## config.mk

```make
export PLATFORM = sky130hd
export DESIGN_NAME = indexed_insert_remove_list_unit_flat
export DESIGN_NICKNAME = d
export VERILOG_FILES = /design/src/sv/ilst_pkg.sv /design/src/sv/ilst_if.sv /design/src/sv/indexed_insert_remove_list_unit.sv /design/src/sv/ilst_ram.sv /design/src/sv/ilst_front.sv /design/src/sv/ilst_queue.sv /design/src/sv/ilst_back.sv /design/src/flat_wrapper.sv
export VERILOG_INCLUDE_DIRS = /design/src /design/src/sv
export SDC_FILE = /design/constraint.sdc
export NUM_CORES = 2
export LEC_CHECK = 0
export ABC_AREA = 1
export BUFFER_PORTS_ARGS = -buffer_cell sky130_fd_sc_hd__buf_2
export CAP_MARGIN = 20
export CORE_MARGIN = 3
export CORE_UTILIZATION = 46
export DETAILED_ROUTE_END_ITERATION = 12
export SLEW_MARGIN = 25
export SYNTH_ARGS = -nofsm -noshare
export SYNTH_HDL_FRONTEND = slang
export SYNTH_SLANG_ARGS = --single-unit
```

## constraint.sdc

```tcl
create_clock -name clock -period 14.9 [get_ports clock]
set_input_delay 3.725 -clock clock [delete_from_list [all_inputs] [get_ports clock]]
set_output_delay 3.725 -clock clock [all_outputs]
set_load 0.1 [all_outputs]
```

## src/sv/assert_macros.svh

```systemverilog
// Assertion macros shared by the list unit RTL.
// Included by files that carry concurrent checks; no other dependencies.
`ifndef ASSERT_MACROS_SVH
`define ASSERT_MACROS_SVH
`ifndef NO_ASSERTIONS
// Property must hold at every clock edge outside reset.
`define ILST_ASSERT(lbl, clk, rst, prop) \
   lbl: assert property (@(posedge clk) disable iff (rst) prop) \
      else $error("ilst: assertion failed");
// Condition must never be seen at a clock edge outside reset.
`define ILST_NEVER(lbl, clk, rst, expr) \
   lbl: assert property (@(posedge clk) disable iff (rst) !(expr)) \
      else $error("ilst: forbidden condition seen");
`else
`define ILST_ASSERT(lbl, clk, rst, prop)
`define ILST_NEVER(lbl, clk, rst, expr)
`endif
`endif

```

## src/sv/ilst_pkg.sv

```systemverilog
// Package for the indexed insert/remove list unit: sizes, codes and types.
// No dependencies; used by every other RTL file but ilst_ram.
`timescale 1ns / 1ps

package ilst_pkg;

   // List storage
   localparam int DEPTH    = 64;
   localparam int ADDR_W   = $clog2(DEPTH);
   localparam int CNT_W    = $clog2(DEPTH + 1);

   // Field widths
   localparam int CMD_W    = 3;
   localparam int INDEX_W  = 6;
   localparam int DATA_W   = 32;
   localparam int STATUS_W = 2;
   localparam int CMP_W    = (INDEX_W > CNT_W) ? INDEX_W : CNT_W;

   // Command queue between front and back
   localparam int QUEUE_DEPTH = 2;
   localparam int QPTR_W      = $clog2(QUEUE_DEPTH);
   localparam int QFILL_W     = $clog2(QUEUE_DEPTH + 1);

   // Command selector codes
   localparam logic [CMD_W-1:0] CMD_READ   = 3'd0;
   localparam logic [CMD_W-1:0] CMD_WRITE  = 3'd1;
   localparam logic [CMD_W-1:0] CMD_INSERT = 3'd2;
   localparam logic [CMD_W-1:0] CMD_REMOVE = 3'd3;
   localparam logic [CMD_W-1:0] CMD_DUMP   = 3'd4;

   // Result status codes
   localparam logic [STATUS_W-1:0] STATUS_OK    = 2'd0;
   localparam logic [STATUS_W-1:0] STATUS_EMPTY = 2'd1;
   localparam logic [STATUS_W-1:0] STATUS_FULL  = 2'd2;

   typedef enum logic [2:0] {
      OP_READ,
      OP_WRITE,
      OP_INSERT,
      OP_REMOVE,
      OP_DUMP
   } op_type;

   typedef struct packed {
      op_type                    op;
      logic [INDEX_W-1:0]        index;
      logic signed [DATA_W-1:0]  value;
   } cmd_entry_type;

   typedef enum logic [2:0] {
      ST_IDLE,
      ST_RD_EMIT,
      ST_SH_RD,
      ST_SH_WR,
      ST_FIN,
      ST_DMP_EMIT
   } state_type;

endpackage

```

## src/sv/ilst_if.sv

```systemverilog
// Valid/ready channel interfaces for commands and results of the list unit.
// Depends on ilst_pkg for field widths.
`timescale 1ns / 1ps

interface ilst_req_if;
   logic                                valid;
   logic                                ready;
   logic [ilst_pkg::CMD_W-1:0]          cmd;
   logic [ilst_pkg::INDEX_W-1:0]        index;
   logic signed [ilst_pkg::DATA_W-1:0]  value;

   modport source (output valid, output cmd, output index, output value, input ready);
   modport sink   (input valid, input cmd, input index, input value, output ready);
endinterface

interface ilst_rsp_if;
   logic                                valid;
   logic                                ready;
   logic signed [ilst_pkg::DATA_W-1:0]  data;
   logic [ilst_pkg::STATUS_W-1:0]       status;
   logic                                last;

   modport source (output valid, output data, output status, output last, input ready);
   modport sink   (input valid, input data, input status, input last, output ready);
endinterface

```

## src/sv/indexed_insert_remove_list_unit.sv

```systemverilog
// Channel   | Dir | Handshake   | Payload
// req_chan  | in  | valid/ready | cmd[2:0], index[5:0], value[31:0] signed
// rsp_chan  | out | valid/ready | data[31:0] signed, status[1:0], last
//
// One command runs at a time in the engine; a two-entry queue lets the
// front keep taking transfers meanwhile. Insert at an occupied index and
// remove shift the entries above the index one step at a time, a read then
// a write, as set by the one read and one write port of the entry RAM.
// Reset clears the count, the queue and the engine; no RAM clearing pass.
// A stalled result holds the engine only when it has a result to load.
// Top level of the list unit; depends on ilst_pkg, ilst_if and submodules.
`timescale 1ns / 1ps

module indexed_insert_remove_list_unit (
   input  logic         clock,
   input  logic         reset,
   ilst_req_if.sink     req_chan,
   ilst_rsp_if.source   rsp_chan
);

   logic                     q_push;
   logic                     q_full;
   logic                     q_pop;
   logic                     q_valid;
   ilst_pkg::cmd_entry_type  q_entry;
   ilst_pkg::cmd_entry_type  q_head;

   ilst_front u_front (
      .req_chan (req_chan),
      .q_full   (q_full),
      .q_push   (q_push),
      .q_entry  (q_entry)
   );

   ilst_queue u_queue (
      .clock      (clock),
      .reset      (reset),
      .push       (q_push),
      .push_entry (q_entry),
      .pop        (q_pop),
      .full       (q_full),
      .head_valid (q_valid),
      .head       (q_head)
   );

   ilst_back u_back (
      .clock    (clock),
      .reset    (reset),
      .q_valid  (q_valid),
      .q_head   (q_head),
      .q_pop    (q_pop),
      .rsp_chan (rsp_chan)
   );

endmodule

```

## src/sv/ilst_ram.sv

```systemverilog
// Generic single-write, single-read RAM with registered read data.
// No dependencies.
`timescale 1ns / 1ps

module ilst_ram #(
   parameter int WIDTH = 32,
   parameter int DEPTH = 64
) (
   input  logic                     clock,
   input  logic                     wr_en,
   input  logic [$clog2(DEPTH)-1:0] wr_addr,
   input  logic [WIDTH-1:0]         wr_data,
   input  logic                     rd_en,
   input  logic [$clog2(DEPTH)-1:0] rd_addr,
   output logic [WIDTH-1:0]         rd_data
);

   logic [WIDTH-1:0] mem [DEPTH];
   logic [WIDTH-1:0] rd_data_ff;

   always_ff @(posedge clock) begin
      if (wr_en) begin
         mem[wr_addr] <= wr_data;
      end
      if (rd_en) begin
         rd_data_ff <= mem[rd_addr];
      end
   end

   assign rd_data = rd_data_ff;

endmodule

```

## src/sv/ilst_front.sv

```systemverilog
// Front end: takes command transfers, decodes the selector and forwards
// valid commands to the queue. Depends on ilst_pkg and ilst_if.
`timescale 1ns / 1ps

module ilst_front (
   ilst_req_if.sink                 req_chan,
   input  logic                     q_full,
   output logic                     q_push,
   output ilst_pkg::cmd_entry_type  q_entry
);

   logic             known;
   ilst_pkg::op_type op;

   // Selector decode; undefined codes are taken and dropped
   always_comb begin
      known = 1'b1;
      op    = ilst_pkg::OP_READ;
      unique case (req_chan.cmd)
         ilst_pkg::CMD_READ:   op = ilst_pkg::OP_READ;
         ilst_pkg::CMD_WRITE:  op = ilst_pkg::OP_WRITE;
         ilst_pkg::CMD_INSERT: op = ilst_pkg::OP_INSERT;
         ilst_pkg::CMD_REMOVE: op = ilst_pkg::OP_REMOVE;
         ilst_pkg::CMD_DUMP:   op = ilst_pkg::OP_DUMP;
         default:              known = 1'b0;
      endcase
   end

   assign req_chan.ready = !q_full;
   assign q_push         = req_chan.valid && !q_full && known;
   assign q_entry.op     = op;
   assign q_entry.index  = req_chan.index;
   assign q_entry.value  = req_chan.value;

endmodule

```

## src/sv/ilst_queue.sv

```systemverilog
// Small command FIFO between the front end and the list engine.
// Depends on ilst_pkg.
`timescale 1ns / 1ps

module ilst_queue (
   input  logic                     clock,
   input  logic                     reset,
   input  logic                     push,
   input  ilst_pkg::cmd_entry_type  push_entry,
   input  logic                     pop,
   output logic                     full,
   output logic                     head_valid,
   output ilst_pkg::cmd_entry_type  head
);

   ilst_pkg::cmd_entry_type             slot_ff [ilst_pkg::QUEUE_DEPTH];
   logic [ilst_pkg::QPTR_W-1:0]         wr_ptr_ff, wr_ptr_in;
   logic [ilst_pkg::QPTR_W-1:0]         rd_ptr_ff, rd_ptr_in;
   logic [ilst_pkg::QFILL_W-1:0]        fill_ff, fill_in;

   function automatic logic [ilst_pkg::QPTR_W-1:0] bump(input logic [ilst_pkg::QPTR_W-1:0] p);
      if (p == ilst_pkg::QPTR_W'(ilst_pkg::QUEUE_DEPTH - 1)) begin
         return '0;
      end
      return p + ilst_pkg::QPTR_W'(1);
   endfunction

   // Pointer and fill update
   always_comb begin
      wr_ptr_in = push ? bump(wr_ptr_ff) : wr_ptr_ff;
      rd_ptr_in = pop ? bump(rd_ptr_ff) : rd_ptr_ff;
      fill_in   = fill_ff;
      if (push && !pop) begin
         fill_in = fill_ff + ilst_pkg::QFILL_W'(1);
      end else if (pop && !push) begin
         fill_in = fill_ff - ilst_pkg::QFILL_W'(1);
      end
   end

   always_ff @(posedge clock) begin
      if (reset) begin
         wr_ptr_ff <= '0;
         rd_ptr_ff <= '0;
         fill_ff   <= '0;
      end else begin
         wr_ptr_ff <= wr_ptr_in;
         rd_ptr_ff <= rd_ptr_in;
         fill_ff   <= fill_in;
      end
   end

   // Payload storage, no reset needed
   always_ff @(posedge clock) begin
      if (push) begin
         slot_ff[wr_ptr_ff] <= push_entry;
      end
   end

   assign full       = (fill_ff == ilst_pkg::QFILL_W'(ilst_pkg::QUEUE_DEPTH));
   assign head_valid = (fill_ff != '0);
   assign head       = slot_ff[rd_ptr_ff];

endmodule

```

## src/sv/ilst_back.sv

```systemverilog
// List engine: executes queued commands against the entry RAM, shifts
// entries for insert/remove and drives the result output register.
// Depends on ilst_pkg, ilst_if, ilst_ram and assert_macros.svh.
`timescale 1ns / 1ps
`include "assert_macros.svh"

module ilst_back (
   input  logic                     clock,
   input  logic                     reset,
   input  logic                     q_valid,
   input  ilst_pkg::cmd_entry_type  q_head,
   output logic                     q_pop,
   ilst_rsp_if.source               rsp_chan
);

   localparam int AW = ilst_pkg::ADDR_W;
   localparam int CW = ilst_pkg::CNT_W;
   localparam int DW = ilst_pkg::DATA_W;
   localparam int SW = ilst_pkg::STATUS_W;

   ilst_pkg::state_type   state_ff, state_in;
   ilst_pkg::op_type      cur_op_ff, cur_op_in;
   logic [AW-1:0]         cur_idx_ff, cur_idx_in;
   logic [DW-1:0]         cur_val_ff, cur_val_in;
   logic [CW-1:0]         ptr_ff, ptr_in;
   logic [CW-1:0]         count_ff, count_in;

   logic                  rsp_valid_ff;
   logic [DW-1:0]         rsp_data_ff;
   logic [SW-1:0]         rsp_status_ff;
   logic                  rsp_last_ff;

   logic                  rsp_load;
   logic [DW-1:0]         ld_data;
   logic [SW-1:0]         ld_status;
   logic                  ld_last;
   logic                  out_free;

   logic                  wr_en;
   logic [AW-1:0]         wr_addr;
   logic [DW-1:0]         wr_data;
   logic                  rd_en;
   logic [AW-1:0]         rd_addr;
   logic [DW-1:0]         rd_data;

   logic                  head_occ;
   logic                  list_full;
   logic                  list_empty;
   logic [CW-1:0]         src;
   logic [CW-1:0]         cur_idx_ext;
   logic                  dump_last;
   logic                  ins_shift_rd;
   logic                  count_hold;

   ilst_ram #(
      .WIDTH (DW),
      .DEPTH (ilst_pkg::DEPTH)
   ) u_ram (
      .clock   (clock),
      .wr_en   (wr_en),
      .wr_addr (wr_addr),
      .wr_data (wr_data),
      .rd_en   (rd_en),
      .rd_addr (rd_addr),
      .rd_data (rd_data)
   );

   // Classification helpers
   assign out_free    = !rsp_valid_ff || rsp_chan.ready;
   assign head_occ    = ilst_pkg::CMP_W'(q_head.index) < ilst_pkg::CMP_W'(count_ff);
   assign list_full   = (count_ff == CW'(ilst_pkg::DEPTH));
   assign list_empty  = (count_ff == '0);
   assign cur_idx_ext = CW'(cur_idx_ff);
   assign src         = (cur_op_ff == ilst_pkg::OP_INSERT) ? (ptr_ff - CW'(1))
                                                          : (ptr_ff + CW'(1));
   assign dump_last   = ((ptr_ff + CW'(1)) == count_ff);

   // Next state and datapath control
   always_comb begin
      state_in   = state_ff;
      cur_op_in  = cur_op_ff;
      cur_idx_in = cur_idx_ff;
      cur_val_in = cur_val_ff;
      ptr_in     = ptr_ff;
      count_in   = count_ff;
      q_pop      = 1'b0;
      rsp_load   = 1'b0;
      ld_data    = '0;
      ld_status  = ilst_pkg::STATUS_EMPTY;
      ld_last    = 1'b1;
      wr_en      = 1'b0;
      wr_addr    = '0;
      wr_data    = '0;
      rd_en      = 1'b0;
      rd_addr    = '0;

      unique case (state_ff)
         ilst_pkg::ST_IDLE: begin
            if (q_valid) begin
               cur_op_in  = q_head.op;
               cur_idx_in = q_head.index[AW-1:0];
               cur_val_in = q_head.value;
               unique case (q_head.op)
                  ilst_pkg::OP_READ: begin
                     if (head_occ) begin
                        q_pop    = 1'b1;
                        rd_en    = 1'b1;
                        rd_addr  = q_head.index[AW-1:0];
                        state_in = ilst_pkg::ST_RD_EMIT;
                     end else if (out_free) begin
                        q_pop    = 1'b1;
                        rsp_load = 1'b1;
                     end
                  end
                  ilst_pkg::OP_WRITE: begin
                     if (head_occ) begin
                        q_pop   = 1'b1;
                        wr_en   = 1'b1;
                        wr_addr = q_head.index[AW-1:0];
                        wr_data = q_head.value;
                     end else if (out_free) begin
                        q_pop    = 1'b1;
                        rsp_load = 1'b1;
                     end
                  end
                  ilst_pkg::OP_INSERT: begin
                     if (list_full) begin
                        if (out_free) begin
                           q_pop     = 1'b1;
                           rsp_load  = 1'b1;
                           ld_status = ilst_pkg::STATUS_FULL;
                        end
                     end else if (head_occ) begin
                        // Open a gap: shift entries up from the top
                        q_pop    = 1'b1;
                        ptr_in   = count_ff;
                        state_in = ilst_pkg::ST_SH_RD;
                     end else begin
                        // Append at the end of the list
                        q_pop    = 1'b1;
                        wr_en    = 1'b1;
                        wr_addr  = count_ff[AW-1:0];
                        wr_data  = q_head.value;
                        count_in = count_ff + CW'(1);
                     end
                  end
                  ilst_pkg::OP_REMOVE: begin
                     if (head_occ) begin
                        q_pop    = 1'b1;
                        rd_en    = 1'b1;
                        rd_addr  = q_head.index[AW-1:0];
                        ptr_in   = CW'(q_head.index[AW-1:0]);
                        state_in = ilst_pkg::ST_RD_EMIT;
                     end else if (out_free) begin
                        q_pop    = 1'b1;
                        rsp_load = 1'b1;
                     end
                  end
                  ilst_pkg::OP_DUMP: begin
                     if (!list_empty) begin
                        q_pop    = 1'b1;
                        rd_en    = 1'b1;
                        rd_addr  = '0;
                        ptr_in   = '0;
                        state_in = ilst_pkg::ST_DMP_EMIT;
                     end else if (out_free) begin
                        q_pop    = 1'b1;
                        rsp_load = 1'b1;
                     end
                  end
                  default: ;
               endcase
            end
         end

         // Word read for read or remove is in rd_data
         ilst_pkg::ST_RD_EMIT: begin
            if (out_free) begin
               rsp_load  = 1'b1;
               ld_data   = rd_data;
               ld_status = ilst_pkg::STATUS_OK;
               if (cur_op_ff == ilst_pkg::OP_REMOVE) begin
                  if ((ptr_ff + CW'(1)) < count_ff) begin
                     state_in = ilst_pkg::ST_SH_RD;
                  end else begin
                     state_in = ilst_pkg::ST_FIN;
                  end
               end else begin
                  state_in = ilst_pkg::ST_IDLE;
               end
            end
         end

         // One shift step: read the neighbor, then write it into ptr
         ilst_pkg::ST_SH_RD: begin
            rd_en    = 1'b1;
            rd_addr  = src[AW-1:0];
            state_in = ilst_pkg::ST_SH_WR;
         end

         ilst_pkg::ST_SH_WR: begin
            wr_en   = 1'b1;
            wr_addr = ptr_ff[AW-1:0];
            wr_data = rd_data;
            ptr_in  = src;
            if (cur_op_ff == ilst_pkg::OP_INSERT) begin
               state_in = (src == cur_idx_ext) ? ilst_pkg::ST_FIN : ilst_pkg::ST_SH_RD;
            end else begin
               state_in = ((src + CW'(1)) == count_ff) ? ilst_pkg::ST_FIN
                                                       : ilst_pkg::ST_SH_RD;
            end
         end

         // Finish insert/remove; the freed top slot on remove is never read
         // before it is written again, so it is left as is
         ilst_pkg::ST_FIN: begin
            if (cur_op_ff == ilst_pkg::OP_INSERT) begin
               wr_en    = 1'b1;
               wr_addr  = cur_idx_ff;
               wr_data  = cur_val_ff;
               count_in = count_ff + CW'(1);
            end else begin
               count_in = count_ff - CW'(1);
            end
            state_in = ilst_pkg::ST_IDLE;
         end

         // Dump: emit the word in rd_data and fetch the next one
         ilst_pkg::ST_DMP_EMIT: begin
            if (out_free) begin
               rsp_load  = 1'b1;
               ld_data   = rd_data;
               ld_status = ilst_pkg::STATUS_OK;
               ld_last   = dump_last;
               if (dump_last) begin
                  state_in = ilst_pkg::ST_IDLE;
               end else begin
                  ptr_in  = ptr_ff + CW'(1);
                  rd_en   = 1'b1;
                  rd_addr = ptr_in[AW-1:0];
               end
            end
         end

         default: state_in = ilst_pkg::ST_IDLE;
      endcase
   end

   // Control registers
   always_ff @(posedge clock) begin
      if (reset) begin
         state_ff     <= ilst_pkg::ST_IDLE;
         count_ff     <= '0;
         rsp_valid_ff <= 1'b0;
      end else begin
         state_ff <= state_in;
         count_ff <= count_in;
         if (rsp_load) begin
            rsp_valid_ff <= 1'b1;
         end else if (rsp_chan.ready) begin
            rsp_valid_ff <= 1'b0;
         end
      end
   end

   // Working and result payload registers
   always_ff @(posedge clock) begin
      cur_op_ff  <= cur_op_in;
      cur_idx_ff <= cur_idx_in;
      cur_val_ff <= cur_val_in;
      ptr_ff     <= ptr_in;
      if (rsp_load) begin
         rsp_data_ff   <= ld_data;
         rsp_status_ff <= ld_status;
         rsp_last_ff   <= ld_last;
      end
   end

   assign rsp_chan.valid  = rsp_valid_ff;
   assign rsp_chan.data   = rsp_data_ff;
   assign rsp_chan.status = rsp_status_ff;
   assign rsp_chan.last   = rsp_last_ff;

   // Check terms
   assign ins_shift_rd = (state_ff == ilst_pkg::ST_SH_RD) && (cur_op_ff == ilst_pkg::OP_INSERT);
   assign count_hold   = (state_ff != ilst_pkg::ST_IDLE) && (state_ff != ilst_pkg::ST_FIN);

   // Checks
   `ILST_NEVER(a_count_bound, clock, reset, count_ff > CW'(ilst_pkg::DEPTH))
   `ILST_ASSERT(a_pop_idle, clock, reset, q_pop |-> (state_ff == ilst_pkg::ST_IDLE))
   `ILST_ASSERT(a_load_free, clock, reset, rsp_load |-> out_free)
   `ILST_ASSERT(a_ins_ptr, clock, reset, ins_shift_rd |-> (ptr_ff > cur_idx_ext))
   `ILST_ASSERT(a_count_steady, clock, reset, count_hold |=> $stable(count_ff))

endmodule

```

## src/flat_wrapper.sv

```systemverilog
// flat-port wrapper written by rule: the top's interface ports become plain ports
module indexed_insert_remove_list_unit_flat 
  (clock, reset, req_chan_valid, req_chan_cmd, req_chan_index, req_chan_value, req_chan_ready, rsp_chan_valid, rsp_chan_data, rsp_chan_status, rsp_chan_last, rsp_chan_ready);
  ilst_req_if req_chan_i ();
  ilst_rsp_if rsp_chan_i ();
  input  logic clock;
  input  logic reset;
  input wire logic [$bits(req_chan_i.valid)-1:0] req_chan_valid;
  input wire logic [$bits(req_chan_i.cmd)-1:0] req_chan_cmd;
  input wire logic [$bits(req_chan_i.index)-1:0] req_chan_index;
  input wire logic [$bits(req_chan_i.value)-1:0] req_chan_value;
  output wire logic [$bits(req_chan_i.ready)-1:0] req_chan_ready;
  output wire logic [$bits(rsp_chan_i.valid)-1:0] rsp_chan_valid;
  output wire logic [$bits(rsp_chan_i.data)-1:0] rsp_chan_data;
  output wire logic [$bits(rsp_chan_i.status)-1:0] rsp_chan_status;
  output wire logic [$bits(rsp_chan_i.last)-1:0] rsp_chan_last;
  input wire logic [$bits(rsp_chan_i.ready)-1:0] rsp_chan_ready;
  assign req_chan_i.valid = req_chan_valid;
  assign req_chan_i.cmd = req_chan_cmd;
  assign req_chan_i.index = req_chan_index;
  assign req_chan_i.value = req_chan_value;
  assign req_chan_ready = req_chan_i.ready;
  assign rsp_chan_valid = rsp_chan_i.valid;
  assign rsp_chan_data = rsp_chan_i.data;
  assign rsp_chan_status = rsp_chan_i.status;
  assign rsp_chan_last = rsp_chan_i.last;
  assign rsp_chan_i.ready = rsp_chan_ready;
  indexed_insert_remove_list_unit u_core (.clock(clock), .reset(reset), .req_chan(req_chan_i), .rsp_chan(rsp_chan_i));
endmodule
```

-- Word-level counts from Yosys, hierarchy flattened
Memories as Yosys holds them, arrays and structs flattened. A register that Yosys moved wholly into a read port is not among the register bits.
Cells that the tools add are included.
- add/sub/neg operators: 9
- multiplexer cells: 100
- order comparisons: 2
- reductions and logical operators: 28
- equality and inequality tests: 35
- operators with widths (operator ; count):
    32-bit 2-to-1 mux ; 5
    32-bit case mux with 3 select lines ; 1
    7-bit 2-to-1 mux ; 13
    32-bit case mux with 2 select lines ; 1
    6-bit 2-to-1 mux ; 9
    7-bit case mux with 3 select lines ; 2
    3-bit 2-to-1 mux ; 13
    6-bit case mux with 3 select lines ; 2
    1-bit 2-to-1 mux ; 35
    3-bit by 2-bit == test with 1-bit output, second input constant ; 8
    7-bit by 1-bit adder with 7-bit output, second input constant ; 3
    9-bit AND reduction ; 2
    3-bit inequality test, second input constant ; 5
    3-bit case mux with 5 select lines ; 1
    7-bit == test ; 2
    7-bit case mux with 2 select lines ; 1
    7-bit by 1-bit subtractor with 7-bit output, second input constant ; 2
    3-bit == test, second input constant ; 4
    2-bit 2-to-1 mux ; 6
    2-bit inequality test, second input constant ; 6
    1-bit case mux with 3 select lines ; 4
    3-bit case mux with 4 select lines ; 1
    6-bit case mux with 2 select lines ; 1
    3-bit by 1-bit == test with 1-bit output, second input constant ; 3
    26 further kinds ; 44
- word-level logic and storage cells: 189
- memories: 2
- bits in registers: 98
- memory bits (writable): 2130
- input port bits: 45
- output and inout port bits: 37
- memories (memory ; words ; width ; rd ports ; clocked after Yosys merged registers in ; wr ports ; RTL line ; source):
    u_core.u_back.u_ram.mem ; 64 ; 32 ; 1 ; 1 ; 1 ; ilst_ram.sv:18 ; logic [WIDTH-1:0] mem [DEPTH];
    u_core.u_queue.slot_ff ; 2 ; 41 ; 1 ; 1 ; 1 ; ilst_queue.sv:16 ; ilst_pkg::cmd_entry_type slot_ff [ilst_pkg::QUEUE_DEPTH];

-- Longest topological paths before layout
- word-level depth: 10
- depth in mapped cells: 24
- mapped depth without buffers: 21

-- Cells and area by module
From an unflattened synthesis, not the netlist that was laid out.
- cells, all modules: 7686
- area total of the unflattened synthesis: 92555.0 um^2
- modules (own cells, without submodules) (module ; cells each ; seq. area each (um^2) ; area an instance (um^2) ; times used):
    ilst_ram ; 6785 ; 62459.9 ; 83106.0 ; 1
    ilst_back ; 691 ; 2712.6 ; 5724.2 ; 1
    ilst_queue ; 161 ; 2562.5 ; 3392.0 ; 1
    ilst_front ; 49 ; 0.0 ; 332.8 ; 1

-- Worst setup path after synthesis
No wires, ideal clock.
- path kind: input to register
- start point: input port req_chan_cmd[0]
- end point: memory u_core.u_queue.slot_ff[1][0] in the netlist's numbering, enable pin
- required time: 14.459 ns
- arrival time: 5.899 ns
- setup slack: 8.560 ns
- path buffers: 0
- cell stages on the path: 5
- cells stage by stage: inv_1 a21oi_1 nor3_1 inv_1 nor2_1
- word-level cells in the longest chain between the ends: 6
- ends and longest elaborated chain (what ; RTL line ; source):
    start: declaration ; flat_wrapper.sv:9 ; input wire logic [$bits(req_chan_i.cmd)-1:0] req_chan_cmd;
    3-bit == test (tied with other cells) ; ilst_front.sv:19 ; unique case (req_chan.cmd)
    5-bit OR reduction (no line) (*) ; - ;
    1-bit 2-to-1 mux (*) ; ilst_front.sv:19 ;
    1-bit logical AND (*) ; ilst_front.sv:30 ; assign q_push = req_chan.valid && !q_full && known;
    net u_core.q_push ; indexed_insert_remove_list_unit.sv:21 ; logic q_push;
    1-bit 2-to-1 mux (*) ; ilst_queue.sv:54 ; if (push) begin
    1-bit 2-to-1 mux (implied by the code) (*) ; ilst_queue.sv:55 ; slot_ff[wr_ptr_ff] <= push_entry;
    end: declaration ; ilst_queue.sv:16 ;
Mark *: on every way through the listed nets, which the timed path passes. The rest lies on a longest branch.

-- Final worst setup path
- start point: input port rsp_chan_ready
- end point: register u_core.u_back.u_ram.rd_data_ff[6], in the netlist u_core.u_back.u_ram.rd_data[6], read port of u_core.u_back.u_ram.mem (data pin)
- word-level cells in the longest chain between the ends: 3
- ends and longest elaborated chain (what ; RTL line ; source):
    start: declaration ; flat_wrapper.sv:17 ; input wire logic [$bits(rsp_chan_i.ready)-1:0] rsp_chan_ready;
    1-bit logical OR (*) ; ilst_back.sv:69 ; assign out_free = !rsp_valid_ff || rsp_chan.ready;
    6-bit 2-to-1 mux or 1-bit 2-to-1 mux (tied branches) ; ilst_back.sv:230 ; if (out_free) begin
    6-bit case mux with 3 select lines or 1-bit case mux with 3 select lines (tied branches) ; ilst_back.sv:97 ; unique case (state_ff)
    end: declaration ; ilst_ram.sv:19 ; logic [WIDTH-1:0] rd_data_ff;
Every way passes the cells marked *; elsewhere a longest branch is shown, timed or not.
A chain may end at the register's enable or synchronous reset.

==> results_tabular.tex <==
\begin{tabular}{lr}
\hline
Metric & Value \\
\hline
\multicolumn{2}{l}{\textbf{Clock tree}} \\
Number of buffers inserted by hold repair at cts & 0 \\
Post-cts gate resize count & 0 \\
\# H-tree levels & 4 \\
Register clock-pin slew on the reported worst setup and hold paths & 0.06 ns \\
CTS max path bufs & 3 \\
Latest clock arrival within the worst-skew pair & around 0.86 ns \\
Number of post-CTS setup repair buffers & 0 \\
Clock tree sinks & 2261 \\
Number of buffers inserted during clock tree synthesis & approximately 230 \\
TritonCTS clock tree & built \\
Clock Root Buffer & sky130\_fd\_sc\_hd\_\_clkbuf\_16 \\
\multicolumn{2}{l}{\textbf{Routing}} \\
Total iterations of the first detailed-routing run & 6 \\
Total number of vias & $\sim$69000 \\
Final routed wirelength across all metal layers & $\sim$290000 um \\
WL per Instance & 23.2 um \\
Antenna-violating nets left & 0 \\
Iteration-0 DRC Markers & about 8500 \\
DRC violation count after routing & 0 \\
Vias/cell & 5.42 \\
\multicolumn{2}{l}{\textbf{Timing}} \\
Post-route clock skew & a little over 0.03 ns \\
Count of endpoints failing hold in the final timing report & 0 \\
Fraction of the cycle the final worst path needs & approximately 50\% \\
Post-Route Hold Slack & $\sim$0.51 ns \\
Total count of max-transition violations in the final report & 0 \\
Min Tclk post-route & 7.49 ns \\
RSZ-0062 raised after global routing & no \\
Setup TNS Final & 0 ns \\
Min setup slack post-route & 7.41 ns \\
Upper clock frequency limit & $\sim$0.13 GHz \\
Headroom to the max-slew limit & between 20\% and 30\% \\
Measured slew at the worst slew-check pin & 1.20 ns \\
Count of final setup violators & 0 \\
\multicolumn{2}{l}{\textbf{Placed design}} \\
Dpl cell area & 0.103 mm2 \\
Routability congestion estimate & 0.894 \\
Port-buffer cells & 81 \\
DP Worst Slack & about 6.6 ns \\
Final HPWL DP & around 160000 um \\
\multicolumn{2}{l}{\textbf{Pwr}} \\
P\_sw & about 6.5 mW \\
Part of the power in combinational logic & between 20\% and 30\% \\
Maximum resistive drop on vdd & between 0.1 and 0.15 mV \\
Leakage power summed over all cells & about 47 nW \\
Power density normalized to cell area & about 170 mW/mm2 \\
Sequential share of power & around 42\% \\
Switching fraction of total power & between 30\% and 40\% \\
Total Power & between 15 and 20 mW \\
Clk network pwr share & a little under a third \\
Internal power consumption & roughly 12 mW \\
\multicolumn{2}{l}{\textbf{GRT}} \\
Initial antenna violation count & 14 \\
Pin count of the biggest net entering global routing & slightly below 200 \\
Global route overflow & 0 \\
Global-route wire length before repair & between 400000 and 500000 um \\
Vias in the first global route & about 65000 \\
Overall routing resource usage & a little over a quarter \\
\multicolumn{2}{l}{\textbf{Outcome}} \\
Result of the run & complete, no violations \\
\multicolumn{2}{l}{\textbf{Die}} \\
Die Area & 0.222 mm2 \\
Site Rows & 170 \\
Vertical die dimension & between 400 and 500 um \\
IO Count & 82 \\
Floorplan die width & 471 um \\
Placeable core region & between 0.2 and 0.25 mm2 \\
Initial Util & roughly 46\% \\
\multicolumn{2}{l}{\textbf{Logic synthesis}} \\
Most used flip-flop cell after synthesis & sky130\_fd\_sc\_hd\_\_edfxtp\_1 \\
Number of instances in the synthesized netlist & 9695 \\
Number of flops mapped to enable cells by yosys & roughly 2200 \\
Synth warnings & 0 \\
Cell type contributing the most total cell area after synthesis & sky130\_fd\_sc\_hd\_\_edfxtp\_1 \\
Mapped cell area & $\sim$0.1 mm2 \\
Async set-or-reset flop fraction in the synthesized netlist & 0\% \\
Post-synth top area share & between 60 and 70\% \\
Total nets after synthesis & 9758 \\
Share of synthesized area occupied by flip-flops and latches & 68.0\% \\
Number of different library cells in the post-synthesis netlist & 45 \\
Total of flip-flops plus latches after synthesis & 2261 \\
Most area-consuming cells after synthesis & sky130\_fd\_sc\_hd\_\_edfxtp\_1 68\%, sky130\_fd\_sc\_hd\_\_nand3\_1 11\%, sky130\_fd\_sc\_hd\_\_nand2\_1 8.3\% \\
Mean instance size in the synthesized netlist & 10.3 um2 \\
\multicolumn{2}{l}{\textbf{Final layout}} \\
Layout Area Growth over Synthesis & 10.8\% \\
Commonest cells after routing, fill and taps aside & 2245 x sky130\_fd\_sc\_hd\_\_edfxtp\_1, 2210 x sky130\_fd\_sc\_hd\_\_nand3\_1, 2178 x sky130\_fd\_sc\_hd\_\_nand2\_1, 2158 x sky130\_fd\_sc\_hd\_\_inv\_1, 238 x sky130\_fd\_sc\_hd\_\_clkbuf\_16 \\
Most common cell after layout, fill and taps aside & sky130\_fd\_sc\_hd\_\_edfxtp\_1 \\
Area of all placed cells without fillers & 0.110 mm2 \\
Number of nets in the final layout & a little under 10000 \\
Share of cells above drive strength 1 & roughly 7.0\% \\
\multicolumn{2}{l}{\textbf{Worst setup path}} \\
Crit Path Class & input pin to flop \\
Critical path launch point type & input pin \\
Required time of the critical path & roughly 16 ns \\
Critical path peak fanout & between 60 and 70 \\
Worst endpoint data arrival time & approximately 8.2 ns \\
Element type at the critical path end & flop \\
\multicolumn{2}{l}{\textbf{Min path}} \\
Kind of path behind the tightest hold check & flop to flop \\
\multicolumn{2}{l}{\textbf{Flow run}} \\
Number of max-cap violations & 0 \\
\hline
\end{tabular}
cells in the mapped netlist (2+ instances only):
library cell and instances:
sky130_fd_sc_hd__inv_1 2160, sky130_fd_sc_hd__o211ai_1 9, sky130_fd_sc_hd__edfxtp_1 2245, sky130_fd_sc_hd__ha_1 18, sky130_fd_sc_hd__a21oi_1 28, sky130_fd_sc_hd__buf_1 37, sky130_fd_sc_hd__buf_6 28, sky130_fd_sc_hd__nor2_4 3
sky130_fd_sc_hd__nor2_2 3, sky130_fd_sc_hd__o21ai_0 40, sky130_fd_sc_hd__a22oi_1 37, sky130_fd_sc_hd__buf_4 24, sky130_fd_sc_hd__nor2_1 149, sky130_fd_sc_hd__nand4_1 7, sky130_fd_sc_hd__dfxtp_1 16, sky130_fd_sc_hd__o221ai_1 4
sky130_fd_sc_hd__a211oi_1 2, sky130_fd_sc_hd__clkbuf_1 197, sky130_fd_sc_hd__nand3_1 2211, sky130_fd_sc_hd__nor3_1 10, sky130_fd_sc_hd__nor4_1 4, sky130_fd_sc_hd__clkinv_1 5, sky130_fd_sc_hd__xor2_1 6, sky130_fd_sc_hd__o22ai_1 8
sky130_fd_sc_hd__buf_2 203, sky130_fd_sc_hd__nand2_2 2, sky130_fd_sc_hd__inv_2 8, sky130_fd_sc_hd__xnor2_1 4, sky130_fd_sc_hd__nand2_1 2209, sky130_fd_sc_hd__a21boi_0 3
metal layers:
layer | vias up | routed length [um] | track usage [%]
met5 | - | 13 | 0
met4 | 2 | 9380 | 8.72
li1 | 31500 | - | -
met2 | 3457 | 135000 | 41.0
met3 | 525 | 28500 | 4.67
met1 | 33500 | 122000 | 36.9
logic make-up (layout without fill, tap and decap cells):
group | count (synthesis) | after routing | synth area share (%)
AO/OA/AOI/OAI | 140 | 140 | 0.898
XOR/XNOR | 10 | 10 | 0.0879
adder cells (fa/ha/maj) | 18 | 18 | 0.226
buffers and inverters | 2663 | 2853 | 10.6
flip-flops | 2261 | 2261 | 68.0
other | 0 | 5 | 0
AND/OR/NAND/NOR | 4603 | 4603 | 20.2
through the flow:
stage | utilization [%] | instances
after floorplan | - | 9695
after global placement | 48.0 | 12300
after detailed placement | 48.0 | 12300
after CTS | 51.3 | 12700
after global routing | 51.4 | 12700
final | 51.4 | 12700
final cells by class:
class | instances | area, um2
fillers | 18900 | 105000
flip-flops and latches | 2261 | 67700
multi-input cells | 4771 | 22000
inverters | 2174 | 8200
clock buffers | 292 | 6190
well taps | 2838 | 3550
repair buffers | 247 | 1800
clock inverters | 140 | 922
diodes | 5 | 12.5
final timing paths:
path / startpoint / to / slack [ns] / cells after the start
worst min-delay path: u_core.u_queue.fill_ff[1] / u_core.u_queue.fill_ff[1] / 0.51 / 2
worst max-delay path: rsp_chan_ready / u_core.u_back.u_ram.rd_data[6] / 7.41 / 15
worst min register to register: u_core.u_queue.fill_ff[1] / u_core.u_queue.fill_ff[1] / 0.51 / 2
worst max register to register: flop / u_core.u_back.u_ram.rd_data[6] / 8.17 / 21
state kept, by name (all words and copies together), names as in the netlist, named ones only:
signal	count
u_core.u_back.rsp_chan.data	32
u_core.u_back.rsp_chan.valid	1
u_core.u_back.u_ram.rd_data	32
u_core.u_back.cur_idx_ff	6
u_core.u_back.count_ff	7
u_core.u_back.rsp_chan.status	2
u_core.u_back.rsp_chan.last	1
u_core.u_back.cur_op_ff	3
u_core.u_back.ptr_ff	7
u_core.u_queue.fill_ff	2
u_core.u_queue.slot_ff	82
u_core.u_back.cur_val_ff	32
u_core.u_queue.wr_ptr_ff	1
u_core.u_back.state_ff	3
u_core.u_queue.rd_ptr_ff	1
u_core.u_back.u_ram.mem	2048
worst max-delay path: stages:
cell and delay (ns):
sky130_fd_sc_hd__buf_2 0.09, sky130_fd_sc_hd__or2_1 0.34, sky130_fd_sc_hd__nand2_1 0.17, sky130_fd_sc_hd__o22ai_1 0.13
sky130_fd_sc_hd__nor2_4 0.12, sky130_fd_sc_hd__buf_4 0.47, sky130_fd_sc_hd__buf_4 0.66, sky130_fd_sc_hd__buf_4 0.78
sky130_fd_sc_hd__buf_4 0.67, sky130_fd_sc_hd__nand3_1 0.16, sky130_fd_sc_hd__nand3_1 0.11, sky130_fd_sc_hd__nand3_1 0.14
sky130_fd_sc_hd__nand3_1 0.14, sky130_fd_sc_hd__nand3_1 0.19, sky130_fd_sc_hd__nand2_1 0.16
power by group through the flow:
| stage | combinational [mW] | sequential [mW] | clock [mW] |
|---|---|---|---|
| after floorplan | 2.93 | 8.08 | 0 |
| after global placement | 4.92 | 7.86 | 0 |
| after detailed placement | 4.96 | 7.86 | 0 |
| after CTS | 4.98 | 7.73 | 5.57 |
| after global routing | 5.42 | 7.74 | 5.83 |
| final | 5.04 | 7.73 | 5.51 |
No activity file was read; power rests on OpenSTA's default activity.
